## config.mk

```make
export PLATFORM = sky130hd
export DESIGN_NAME = tahoe_congestion_window_flat
export DESIGN_NICKNAME = d
export VERILOG_FILES = /design/src/rtl/core/tcw_pkg.sv /design/src/rtl/core/tcw_if.sv /design/src/rtl/core/tahoe_congestion_window.sv /design/src/flat_wrapper.sv
export SDC_FILE = /design/constraint.sdc
export NUM_CORES = 1
export LEC_CHECK = 0
export BUFFER_PORTS_ARGS = -buffer_cell sky130_fd_sc_hd__buf_2
export CAP_MARGIN = 20
export CELL_PAD_IN_SITES_DETAIL_PLACEMENT = 1
export CELL_PAD_IN_SITES_GLOBAL_PLACEMENT = 1
export CORE_MARGIN = 4
export CORE_UTILIZATION = 45
export DETAILED_ROUTE_END_ITERATION = 12
export PLACE_DENSITY_LB_ADDON = 0.12
export SLEW_MARGIN = 20
export SYNTH_ARGS = -nofsm -noshare
export SYNTH_HDL_FRONTEND = slang
export SYNTH_SLANG_ARGS = --single-unit
export TNS_END_PERCENT = 100
```

## constraint.sdc

```tcl
create_clock -name clock -period 6 [get_ports clock]
set_clock_uncertainty 0.05 [all_clocks]
set_input_delay 0.6 -clock clock [delete_from_list [all_inputs] [get_ports clock]]
set_output_delay 0.6 -clock clock [all_outputs]
set_load 0.02 [all_outputs]
```

## src/rtl/core/tcw_pkg.sv

```systemverilog
// Shared types and constants for the Tahoe congestion window controller.
package tcw_pkg;

   localparam int unsigned SEQ_WIDTH = 16;
   localparam int unsigned WIN_COUNT_WIDTH = SEQ_WIDTH + 1;
   localparam int unsigned CSR_INDEX_WIDTH = 4;

   localparam logic [SEQ_WIDTH-1:0] CWND_MAX = '1;
   localparam logic [SEQ_WIDTH-1:0] PACKET_COUNT_RESET = 16'd30;
   localparam logic [SEQ_WIDTH-1:0] SSTHRESH_RESET = 16'd4;
   localparam logic [1:0] DUP_LIMIT = 2'd3;

   localparam logic OP_SKIP = 1'b0;
   localparam logic OP_SEND = 1'b1;

   localparam logic [CSR_INDEX_WIDTH-1:0] CSR_PACKET_COUNT = 4'd0;
   localparam logic [CSR_INDEX_WIDTH-1:0] CSR_INITIAL_SSTHRESH = 4'd1;

   typedef struct packed {
      logic                 operation;
      logic [SEQ_WIDTH-1:0] ack_seq;
   } req_payload_type;

   typedef struct packed {
      logic                 sent;
      logic [SEQ_WIDTH-1:0] sent_seq;
      logic                 retransmit;
      logic [SEQ_WIDTH-1:0] retransmit_seq;
      logic [SEQ_WIDTH-1:0] window_size;
      logic [SEQ_WIDTH-1:0] threshold_now;
      logic [1:0]           duplicates;
      logic                 window_done;
      logic                 done_res;
   } rsp_payload_type;

   typedef struct packed {
      logic [CSR_INDEX_WIDTH-1:0] index;
      logic [SEQ_WIDTH-1:0]       data;
   } csr_payload_type;

endpackage

```

## src/rtl/core/tcw_if.sv

```systemverilog
// Valid/ready channel interfaces for requests, results and register writes.
interface tcw_req_if import tcw_pkg::*; ();
   logic            valid;
   logic            ready;
   req_payload_type payload;
   modport source (output valid, output payload, input ready);
   modport sink (input valid, input payload, output ready);
endinterface

interface tcw_rsp_if import tcw_pkg::*; ();
   logic            valid;
   logic            ready;
   rsp_payload_type payload;
   modport source (output valid, output payload, input ready);
   modport sink (input valid, input payload, output ready);
endinterface

interface tcw_csr_if import tcw_pkg::*; ();
   logic            valid;
   logic            ready;
   csr_payload_type payload;
   modport source (output valid, output payload, input ready);
   modport sink (input valid, input payload, output ready);
endinterface

```

## src/rtl/core/tahoe_congestion_window.sv

```systemverilog
// Top level of the Tahoe-style congestion window controller.
//
// One request gives exactly one result, in the cycle after its transfer. The
// whole window update is a single combinational pass between the state
// registers and the result register, so a request can be taken in every
// cycle: req_bus.ready is high whenever the result register is empty or its
// result is being taken in the same cycle. Register writes are always
// accepted; writing packet_count reloads the remaining packet budget and
// writing initial_ssthresh reloads the slow start threshold.
module tahoe_congestion_window
   import tcw_pkg::*;
(
   input logic        clock,
   input logic        reset,
   tcw_req_if.sink    req_bus,
   tcw_rsp_if.source  rsp_bus,
   tcw_csr_if.sink    csr_bus
);

   logic [SEQ_WIDTH-1:0]       cwnd_ff, cwnd_in;
   logic [SEQ_WIDTH-1:0]       ssthresh_ff, ssthresh_in;
   logic [1:0]                 dup_count_ff, dup_count_in;
   logic [WIN_COUNT_WIDTH-1:0] sent_in_window_ff, sent_in_window_in;
   logic [SEQ_WIDTH-1:0]       last_ack_ff, last_ack_in;
   logic                       recovery_armed_ff, recovery_armed_in;
   logic [SEQ_WIDTH-1:0]       remaining_ff, remaining_in;
   logic                       finished_ff, finished_in;
   logic                       rsp_valid_ff;
   rsp_payload_type            rsp_payload_ff, rsp_payload_in;

   logic req_transfer;
   logic csr_write;
   logic send_ok;
   logic used;
   logic [WIN_COUNT_WIDTH-1:0] window_less_one;
   logic [SEQ_WIDTH:0]         cwnd_doubled;

   assign req_bus.ready = !rsp_valid_ff || rsp_bus.ready;
   assign req_transfer  = req_bus.valid && req_bus.ready;
   assign csr_bus.ready = 1'b1;
   assign csr_write     = csr_bus.valid;

   assign rsp_bus.valid   = rsp_valid_ff;
   assign rsp_bus.payload = rsp_payload_ff;

   assign cwnd_doubled = {cwnd_ff, 1'b0};

   always_comb begin
      cwnd_in           = cwnd_ff;
      ssthresh_in       = ssthresh_ff;
      dup_count_in      = dup_count_ff;
      sent_in_window_in = sent_in_window_ff;
      last_ack_in       = last_ack_ff;
      recovery_armed_in = recovery_armed_ff;
      remaining_in      = remaining_ff;
      finished_in       = finished_ff;
      rsp_payload_in    = '0;
      send_ok           = 1'b0;
      used              = 1'b0;
      window_less_one   = '0;

      if (!finished_ff) begin
         if (remaining_ff == '0) begin
            finished_in = 1'b1;
         end else begin
            send_ok = (req_bus.payload.operation == OP_SEND) &&
                      (dup_count_ff != DUP_LIMIT) && recovery_armed_ff;
            if (send_ok) begin
               rsp_payload_in.sent     = 1'b1;
               rsp_payload_in.sent_seq = remaining_ff - 1'b1;
               sent_in_window_in       = sent_in_window_ff + 1'b1;
               if (req_bus.payload.ack_seq == last_ack_ff) begin
                  dup_count_in = dup_count_ff + 1'b1;
               end else begin
                  dup_count_in = '0;
               end
               last_ack_in = req_bus.payload.ack_seq;
               used        = 1'b1;
            end else if (req_bus.payload.operation == OP_SKIP) begin
               used = 1'b1;
            end
            if (used) begin
               remaining_in = remaining_ff - 1'b1;
            end

            // Recovery is disarmed on the item that sees the third duplicate,
            // so the retransmit falls on the item after it.
            if (dup_count_in == DUP_LIMIT && !recovery_armed_ff) begin
               ssthresh_in                   = cwnd_ff >> 1;
               cwnd_in                       = SEQ_WIDTH'(1);
               dup_count_in                  = '0;
               sent_in_window_in             = WIN_COUNT_WIDTH'(1);
               rsp_payload_in.retransmit     = 1'b1;
               rsp_payload_in.retransmit_seq =
                  (last_ack_in != '0) ? last_ack_in - 1'b1 : '0;
               recovery_armed_in             = 1'b1;
            end else begin
               window_less_one = sent_in_window_in - 1'b1;
               if (window_less_one == {1'b0, cwnd_ff}) begin
                  rsp_payload_in.window_done = 1'b1;
                  sent_in_window_in          = WIN_COUNT_WIDTH'(1);
                  if (cwnd_ff >= ssthresh_ff) begin
                     if (cwnd_ff != CWND_MAX) begin
                        cwnd_in = cwnd_ff + 1'b1;
                     end
                  end else if (cwnd_doubled[SEQ_WIDTH]) begin
                     cwnd_in = CWND_MAX;
                  end else begin
                     cwnd_in = cwnd_doubled[SEQ_WIDTH-1:0];
                  end
               end
               recovery_armed_in = (dup_count_in != DUP_LIMIT);
            end
            if (remaining_in == '0) begin
               finished_in = 1'b1;
            end
         end
      end

      rsp_payload_in.window_size   = cwnd_in;
      rsp_payload_in.threshold_now = ssthresh_in;
      rsp_payload_in.duplicates    = dup_count_in;
      rsp_payload_in.done_res      = finished_in;
   end

   always_ff @(posedge clock) begin
      if (reset) begin
         cwnd_ff           <= SEQ_WIDTH'(1);
         ssthresh_ff       <= SSTHRESH_RESET;
         dup_count_ff      <= '0;
         sent_in_window_ff <= WIN_COUNT_WIDTH'(1);
         last_ack_ff       <= '0;
         recovery_armed_ff <= 1'b1;
         remaining_ff      <= PACKET_COUNT_RESET;
         finished_ff       <= 1'b0;
         rsp_valid_ff      <= 1'b0;
      end else begin
         if (req_transfer) begin
            cwnd_ff           <= cwnd_in;
            ssthresh_ff       <= ssthresh_in;
            dup_count_ff      <= dup_count_in;
            sent_in_window_ff <= sent_in_window_in;
            last_ack_ff       <= last_ack_in;
            recovery_armed_ff <= recovery_armed_in;
            remaining_ff      <= remaining_in;
            finished_ff       <= finished_in;
            rsp_valid_ff      <= 1'b1;
         end else if (rsp_bus.ready) begin
            rsp_valid_ff <= 1'b0;
         end
         // The user must write only while idle; the block does not enforce it, and writes take priority all the same.
         if (csr_write) begin
            case (csr_bus.payload.index)
               CSR_PACKET_COUNT: begin
                  remaining_ff <= csr_bus.payload.data;
               end
               CSR_INITIAL_SSTHRESH: begin
                  ssthresh_ff <= csr_bus.payload.data;
               end
               default: begin
               end
            endcase
         end
      end
   end

   always_ff @(posedge clock) begin
      if (req_transfer) begin
         rsp_payload_ff <= rsp_payload_in;
      end
   end

endmodule

```

## src/flat_wrapper.sv

```systemverilog
// flat-port wrapper written by rule: the top's interface ports become plain ports
module tahoe_congestion_window_flat import tcw_pkg::*;
  (clock, reset, req_bus_valid, req_bus_payload, req_bus_ready, rsp_bus_valid, rsp_bus_payload, rsp_bus_ready, csr_bus_valid, csr_bus_payload, csr_bus_ready);
  tcw_req_if req_bus_i ();
  tcw_rsp_if rsp_bus_i ();
  tcw_csr_if csr_bus_i ();
  input logic clock;
  input logic reset;
  input wire logic [$bits(req_bus_i.valid)-1:0] req_bus_valid;
  input wire logic [$bits(req_bus_i.payload)-1:0] req_bus_payload;
  output wire logic [$bits(req_bus_i.ready)-1:0] req_bus_ready;
  output wire logic [$bits(rsp_bus_i.valid)-1:0] rsp_bus_valid;
  output wire logic [$bits(rsp_bus_i.payload)-1:0] rsp_bus_payload;
  input wire logic [$bits(rsp_bus_i.ready)-1:0] rsp_bus_ready;
  input wire logic [$bits(csr_bus_i.valid)-1:0] csr_bus_valid;
  input wire logic [$bits(csr_bus_i.payload)-1:0] csr_bus_payload;
  output wire logic [$bits(csr_bus_i.ready)-1:0] csr_bus_ready;
  assign req_bus_i.valid = req_bus_valid;
  assign req_bus_i.payload = req_bus_payload;
  assign req_bus_ready = req_bus_i.ready;
  assign rsp_bus_valid = rsp_bus_i.valid;
  assign rsp_bus_payload = rsp_bus_i.payload;
  assign rsp_bus_i.ready = rsp_bus_ready;
  assign csr_bus_i.valid = csr_bus_valid;
  assign csr_bus_i.payload = csr_bus_payload;
  assign csr_bus_ready = csr_bus_i.ready;
  tahoe_congestion_window u_core (.clock(clock), .reset(reset), .req_bus(req_bus_i), .rsp_bus(rsp_bus_i), .csr_bus(csr_bus_i));
endmodule
```

After elaboration in Yosys (flattened, before gate mapping)
Index checks and enable logic that the tools add are counted.
- bits in registers: 156
- input port bits: 42
- output and inout port bits: 73
- logic and storage cells: 104
- $add $sub $neg: 6
- order comparisons: 1
- equality and inequality tests: 7
- multiplexer cells: 50
- bitwise logic cells: 5
- reduce and logical (&&, ||, !) cells: 17
- operators by type and width (operator ; number):
    $mux 16 ; 25
    $mux 17 ; 7
    $logic_not 16->1 ; 2
    $sub 16x1->16 const B ; 2
    $add 17x1->17 const B ; 1
    $eq 17x16->1 ; 1
    $sub 17x1->17 const B ; 1
    $add 16x1->16 const B ; 1
    $eq 16x16->1 ; 1
    $ge 16x16->1 ; 1
    $ne 16x16->1 const B ; 1
    $reduce_bool 16->1 ; 1
    $mux 2 ; 7
    $mux 1 ; 11
    $reduce_or 3->1 ; 2
    $not 1->1 ; 5
    $eq 4x1->1 const B ; 1
    $logic_and 1x1->1 ; 4
    $logic_not 4->1 ; 1
    $ne 2x2->1 const B ; 2
    $reduce_or 4->1 ; 1
    $reduce_and 3->1 ; 1
    $add 2x1->2 const B ; 1
    $eq 2x2->1 const B ; 1
    4 further kinds ; 5

Longest topological paths before layout
- depth after elaboration: 14
- gate-level depth with buffers: 18
- depth with buffers taken out: 13

Worst setup path before layout
OpenSTA, ideal clock, no wires.
- path type: register to register
- from: register u_core.dup_count_ff[0]
- to: register u_core.rsp_payload_ff (netlist bit u_core.rsp_bus.payload[23]), data pin
- setup time: 257 ps
- arrival: 4093 ps
- data required time: 5693 ps
- setup slack: 1600 ps
- cell stages (with the launch flop): 18
- path buffers: 4
- period minus slack after synthesis: 4400 ps
- cells stage by stage: dfxtp_1 -> ha_1 -> and3b_1 -> clkbuf_1 -> buf_1 -> clkbuf_1 -> mux2i_1 -> ha_1 -> nand4_1 -> a21oi_2 -> and2_1 -> o21ai_0 -> or3_1 -> and3_1 -> buf_6 -> and2_4 -> o21a_1 -> a32o_1
- word-level cells in the longest chain between the ends: 12
- elaborated cells between the ends (all ways): 19
- RTL lines (item ; RTL line ; text):
    start: declaration ; tahoe_congestion_window.sv:22 ; logic [1:0] dup_count_ff, dup_count_in;
    start signal: assignment ; tahoe_congestion_window.sv:141 ; dup_count_ff <= dup_count_in;
    $ne 2x2->1 ; tahoe_congestion_window.sv:67 ; (dup_count_ff != DUP_LIMIT) && recovery_armed_ff;
    $logic_and 1x1->1 ; tahoe_congestion_window.sv:66 ; send_ok = (req_bus.payload.operation == OP_SEND) &&
    $logic_and 1x1->1 ; tahoe_congestion_window.sv:67 ;
    $mux 17 ; tahoe_congestion_window.sv:68 ; if (send_ok) begin
    $mux 17 ; tahoe_congestion_window.sv:63 ; if (remaining_ff == '0) begin
    $mux 17 ; tahoe_congestion_window.sv:62 ; if (!finished_ff) begin
    $sub 17x1->17 ; tahoe_congestion_window.sv:98 ; window_less_one = sent_in_window_in - 1'b1;
    $eq 17x16->1 ; tahoe_congestion_window.sv:99 ; if (window_less_one == {1'b0, cwnd_ff}) begin
    $mux 16 ; tahoe_congestion_window.sv:99 ;
    $mux 16 (*) ; tahoe_congestion_window.sv:88 ; if (dup_count_in == DUP_LIMIT && !recovery_armed_ff) begin
    $mux 16 (*) ; tahoe_congestion_window.sv:63 ;
    $mux 16 (*) ; tahoe_congestion_window.sv:62 ;
    named net u_core.cwnd_in[3] ; tahoe_congestion_window.sv:20 ; logic [SEQ_WIDTH-1:0] cwnd_ff, cwnd_in;
    end signal: assignment ; tahoe_congestion_window.sv:169 ; rsp_payload_ff <= rsp_payload_in;
    end: declaration ; tahoe_congestion_window.sv:29 ; rsp_payload_type rsp_payload_ff, rsp_payload_in;
Mark *: on every way through the listed nets, which the timed path passes. The rest lies on a longest branch. The select of a mux whose other input is x is not followed.
A chain may end at the register's enable or synchronous reset.

Final worst setup path
- from: register u_core.dup_count_ff[0]
- to: register u_core.rsp_payload_ff (netlist bit u_core.rsp_bus.payload[20]), data pin
The elaborated chain is that of the path after synthesis.

==> impl_summary.log <==
[metrics] run status: complete, no violations
[metrics] Final Max Tran Viols: 0
[metrics] Total Neg Setup Slack: 0 ns
[metrics] Ports: 115
[metrics] cell area reported after detailed placement: 10400 um^2
[metrics] startpoint type of the worst setup path: flop
[metrics] combinational cell fraction of total power: around 14%
[metrics] post-synthesis register bit count: roughly 160
[metrics] total number of vias: 8300
[metrics] worst-skew pair later-pin latency: approximately 0.43 ns
[metrics] synthesized cell area: between 9000 and 10000 um^2
[metrics] Pint: 1.86 mW
[metrics] critical path type: flop to flop
[metrics] post-layout power: 2.59 mW
[metrics] final HPWL from detailed placement: about 20000 um
[metrics] worst hold path depth: 3
[metrics] 1st-iter DRT viols: 416
[metrics] clock root buffer master: sky130_fd_sc_hd__clkbuf_16
[metrics] Hold Worst Slack: between 0.3 and 0.4 ns
[metrics] Hold Crit Class: input pin to flop
[metrics] largest net degree at the start of global routing: 65
[metrics] Seq/Total Area, Yosys: roughly two fifths
[metrics] reg2reg path depth: 13
[metrics] average detailed-routed wire length per instance: 19.1 um
[metrics] most area-hungry cell type in the Yosys netlist: sky130_fd_sc_hd__edfxtp_1
[metrics] series of cell instances along the critical path: ha_1 > and3b_1 > buf_4 > a311oi_1 > o211ai_2 > a21oi_2 > a31oi_1 > a2111oi_0 > or3_1 > and3_1 > and2_4 > nand2_2 > a2bb2oi_1
[metrics] clock tree from TritonCTS: done
[metrics] FMAX: 239 MHz
[metrics] final wirelength: 27800 um
[metrics] n_diodes: 0
[metrics] number of buffer and inverter instances along the worst setup path: 1
[metrics] post-DR vias/cell: 5.70
[metrics] final-report setup violation count: 0
[metrics] net switching power: 732 uW
[metrics] IR Drop Worst-Case VDD: approximately 0.14 mV
[metrics] clock share of power: 40.9%
[metrics] area fraction of the dominant cell type after synthesis: a little over a fifth
[metrics] H-tree levels: 4
[metrics] layout overhead on the synthesized area: 12.2%
[metrics] crit share post-route: a little over two thirds
[metrics] syn avg cell area: 8.83 um^2
[metrics] GPL Wtd Cong: 0.837
[metrics] Critical Path Stages: 13
[metrics] cell with the largest stage delay on the worst path: sky130_fd_sc_hd__dfxtp_1
[metrics] Req. time, crit path: 6.11 ns
[metrics] measured slew at the worst slew-check pin: 0.986 ns
[metrics] arrival time at the worst endpoint: ~4.3 ns
[metrics] placement row count: between 50 and 60
[metrics] x dimension of the die: 155 um
[metrics] gate family responsible for the most delay along the worst path: compound AO/OA/AOI/OAI gates
[metrics] Die Outline Area: around 24000 um^2
[metrics] cell count after synthesis: 1104
[metrics] via count of the first global-routing pass: 8486
[metrics] asr flop ratio synth: 0%
[metrics] share of cells above drive strength 1: 17.5%
[metrics] number of sinks driven by the clock tree: 156
[metrics] # resized after CTS: 0
[metrics] number of antenna violations at the first check in global routing: 0
[metrics] placeable core region: around 21000 um^2
[metrics] sequential power share: 45.4%
[metrics] standby leakage power: roughly 4.2 nW
[metrics] unrepaired setup endpoints after global routing: false
[metrics] number of synthesis warnings: 0
[metrics] wire length of the first global-routing pass: 45300 um
[metrics] final standard cell utilization of the core: 51.7%
[metrics] Max clock buf depth: 2
[metrics] final worst path period need: 4.18 ns
[metrics] effective utilization at floorplan: 46.1%
[metrics] ranking of synthesized cells by area: sky130_fd_sc_hd__edfxtp_1 (22%), sky130_fd_sc_hd__dfxtp_1 (18%), sky130_fd_sc_hd__xnor2_1 (4.9%)
[metrics] commonest register cell after synthesis: sky130_fd_sc_hd__dfxtp_1
[metrics] Total Routing Usage GR: 23.3%
[metrics] delay contributed by the slowest stage of the critical path: 0.43 ns
[metrics] drt drc: 0
[metrics] Slew HR: 34.0%
[metrics] Die Y-Extent: 155 um
[metrics] # Max-Cap Violations: 0
[metrics] highest fanout seen on the critical path: 29
[metrics] total CTS buffers: 17
[metrics] count of TritonRoute iterations in the first routing pass: 4
[metrics] hold buffer count at cts: 0
[metrics] switching fraction of total power: 28.3%
[metrics] syn_nets: 1168
[metrics] number of synthesized flops with an enable pin: 70
[metrics] remaining number of nets flagged by the antenna check after routing: 0
[metrics] final hold vios: 0
[metrics] clock slew seen by the registers of the worst setup and hold paths: approximately 0.070 ns
[metrics] PD cells: 237 nW/um^2
[metrics] post-CTS repair timing setup buffer count: 0
[metrics] count of buffers inserted at the top-level ports: 113
[metrics] design area: between 10000 and 15000 um^2
[metrics] number of different library cells in the post-synthesis netlist: 85
[metrics] element type at the critical path end: flop
[metrics] remaining global-route overflow: 0
[metrics] fin nets: ~1200
==> power groups by stage <==
stage,sequential [mW],clock (mW),combinational [mW]
2_1_floorplan,1.22,0,0.226
3_3_place_gp,1.20,0,0.345
3_5_place_dp,1.20,0,0.354
4_1_cts,1.18,1.08,0.357
5_1_grt,1.18,1.13,0.391
6_report,1.18,1.06,0.354
==> sequential cells by signal (all words and copies together) (netlist names) <==
name                      flops
u_core.remaining_ff          16
u_core.finished_ff            1
u_core.last_ack_ff           16
u_core.ssthresh_ff           16
u_core.cwnd_ff               16
u_core.dup_count_ff           2
u_core.rsp_bus.payload       70
u_core.recovery_armed_ff      1
u_core.sent_in_window_ff     17
u_core.rsp_bus.valid          1
==> metrics by stage <==
stage / cells / setup WS [ns]
finish: 1455 / 1.82
global route: 1455 / 1.44
global placement: 1423 / 1.89
detailed placement: 1423 / 1.76
CTS: 1455 / 1.69
floorplan: 1104 / 1.60
==> worst paths after layout <==
path / slack, ns / end / start
min: 0.37 / u_core.rsp_bus.valid / req_bus_valid
max reg2reg: 1.82 / u_core.rsp_bus.payload[20] / u_core.dup_count_ff[0]
min reg2reg: 0.43 / u_core.sent_in_window_ff[16] / u_core.sent_in_window_ff[16]
max: 1.82 / u_core.rsp_bus.payload[20] / u_core.dup_count_ff[0]
==> layout by cell type (no fill, tap or decap), types with 7 or more instances in the layout <==
cell,count
sky130_fd_sc_hd__mux2i_1,28
sky130_fd_sc_hd__and2_1,18
sky130_fd_sc_hd__a21o_1,10
sky130_fd_sc_hd__or3_1,8
sky130_fd_sc_hd__dfxtp_1,86
sky130_fd_sc_hd__o22ai_1,8
sky130_fd_sc_hd__and3_1,9
sky130_fd_sc_hd__a31oi_1,7
sky130_fd_sc_hd__nand2_1,119
sky130_fd_sc_hd__clkbuf_16,17
sky130_fd_sc_hd__xnor2_1,54
sky130_fd_sc_hd__o21a_1,14
sky130_fd_sc_hd__nand2b_1,10
sky130_fd_sc_hd__a211oi_1,18
sky130_fd_sc_hd__nand3_1,28
sky130_fd_sc_hd__o21ai_0,47
sky130_fd_sc_hd__mux2_2,17
sky130_fd_sc_hd__xor2_1,44
sky130_fd_sc_hd__inv_1,40
sky130_fd_sc_hd__nand4_1,14
sky130_fd_sc_hd__buf_2,113
sky130_fd_sc_hd__o2bb2ai_1,27
sky130_fd_sc_hd__a21oi_1,73
sky130_fd_sc_hd__buf_4,9
sky130_fd_sc_hd__nor2_1,110
sky130_fd_sc_hd__nor3_1,33
sky130_fd_sc_hd__ha_1,22
sky130_fd_sc_hd__edfxtp_1,70
==> metal layers <==
layer	routed length, um	up-vias	track usage, %
met1	12400	4056	30.6
li1	-	4048	-
met3	1310	34	3.92
met4	556	0	6.84
met2	13500	162	39.6
met5	0	-	0
==> final cells by class <==
type	count	area [um^2]
timing repair buffer	122	633
clock buffer	18	429
multi-input combinational	830	5420
sequential	156	3820
clock inverter	14	131
fill	2495	10200
tap	275	344
inverter	40	150
==> kinds of logic (layout without fill, tap and decap cells) <==
family                     Yosys count  count (layout)  synth area share [%]
and+or+nand+nor                    411             411                  21.5
AOI/OAI and AO/OA                  248             248                  16.8
DFF                                156             156                  39.2
buffers and inverters              118             194                  5.26
xor gates and xnor gates            99              99                  9.03
muxes                               49              49                  5.30
adders and majority gates           22              22                  2.82
other                                1               1                0.0385
==> synth_stat cells (10+ instances only) <==
| library cell | instances |
|---|---|
| sky130_fd_sc_hd__nand3_1 | 28 |
| sky130_fd_sc_hd__inv_1 | 40 |
| sky130_fd_sc_hd__clkbuf_1 | 54 |
| sky130_fd_sc_hd__mux2_2 | 17 |
| sky130_fd_sc_hd__buf_2 | 10 |
| sky130_fd_sc_hd__and2_1 | 19 |
| sky130_fd_sc_hd__nand2_1 | 119 |
| sky130_fd_sc_hd__nor2_1 | 111 |
| sky130_fd_sc_hd__edfxtp_1 | 70 |
| sky130_fd_sc_hd__a21oi_1 | 73 |
| sky130_fd_sc_hd__nand4_1 | 14 |
| sky130_fd_sc_hd__xor2_1 | 44 |
| sky130_fd_sc_hd__o21a_1 | 14 |
| sky130_fd_sc_hd__a21o_1 | 10 |
| sky130_fd_sc_hd__o2bb2ai_1 | 27 |
| sky130_fd_sc_hd__nand2b_1 | 11 |
| sky130_fd_sc_hd__xnor2_1 | 54 |
| sky130_fd_sc_hd__a211oi_1 | 18 |
| sky130_fd_sc_hd__nor3_1 | 33 |
| sky130_fd_sc_hd__dfxtp_1 | 86 |
| sky130_fd_sc_hd__mux2i_1 | 28 |
| sky130_fd_sc_hd__ha_1 | 22 |
| sky130_fd_sc_hd__o21ai_0 | 47 |
==> worst register-to-register path, stage by stage, from the launching register on <==
cell and delay [ns]:
sky130_fd_sc_hd__dfxtp_1 0.43, sky130_fd_sc_hd__ha_1 0.32, sky130_fd_sc_hd__and3b_1 0.25, sky130_fd_sc_hd__buf_4 0.27, sky130_fd_sc_hd__a311oi_1 0.36, sky130_fd_sc_hd__o211ai_2 0.18, sky130_fd_sc_hd__a21oi_2 0.33, sky130_fd_sc_hd__a31oi_1 0.13
sky130_fd_sc_hd__a2111oi_0 0.40, sky130_fd_sc_hd__or3_1 0.19, sky130_fd_sc_hd__and3_1 0.34, sky130_fd_sc_hd__and2_4 0.25, sky130_fd_sc_hd__nand2_2 0.21, sky130_fd_sc_hd__a2bb2oi_1 0.22
(Power assumes the default switching activity.)
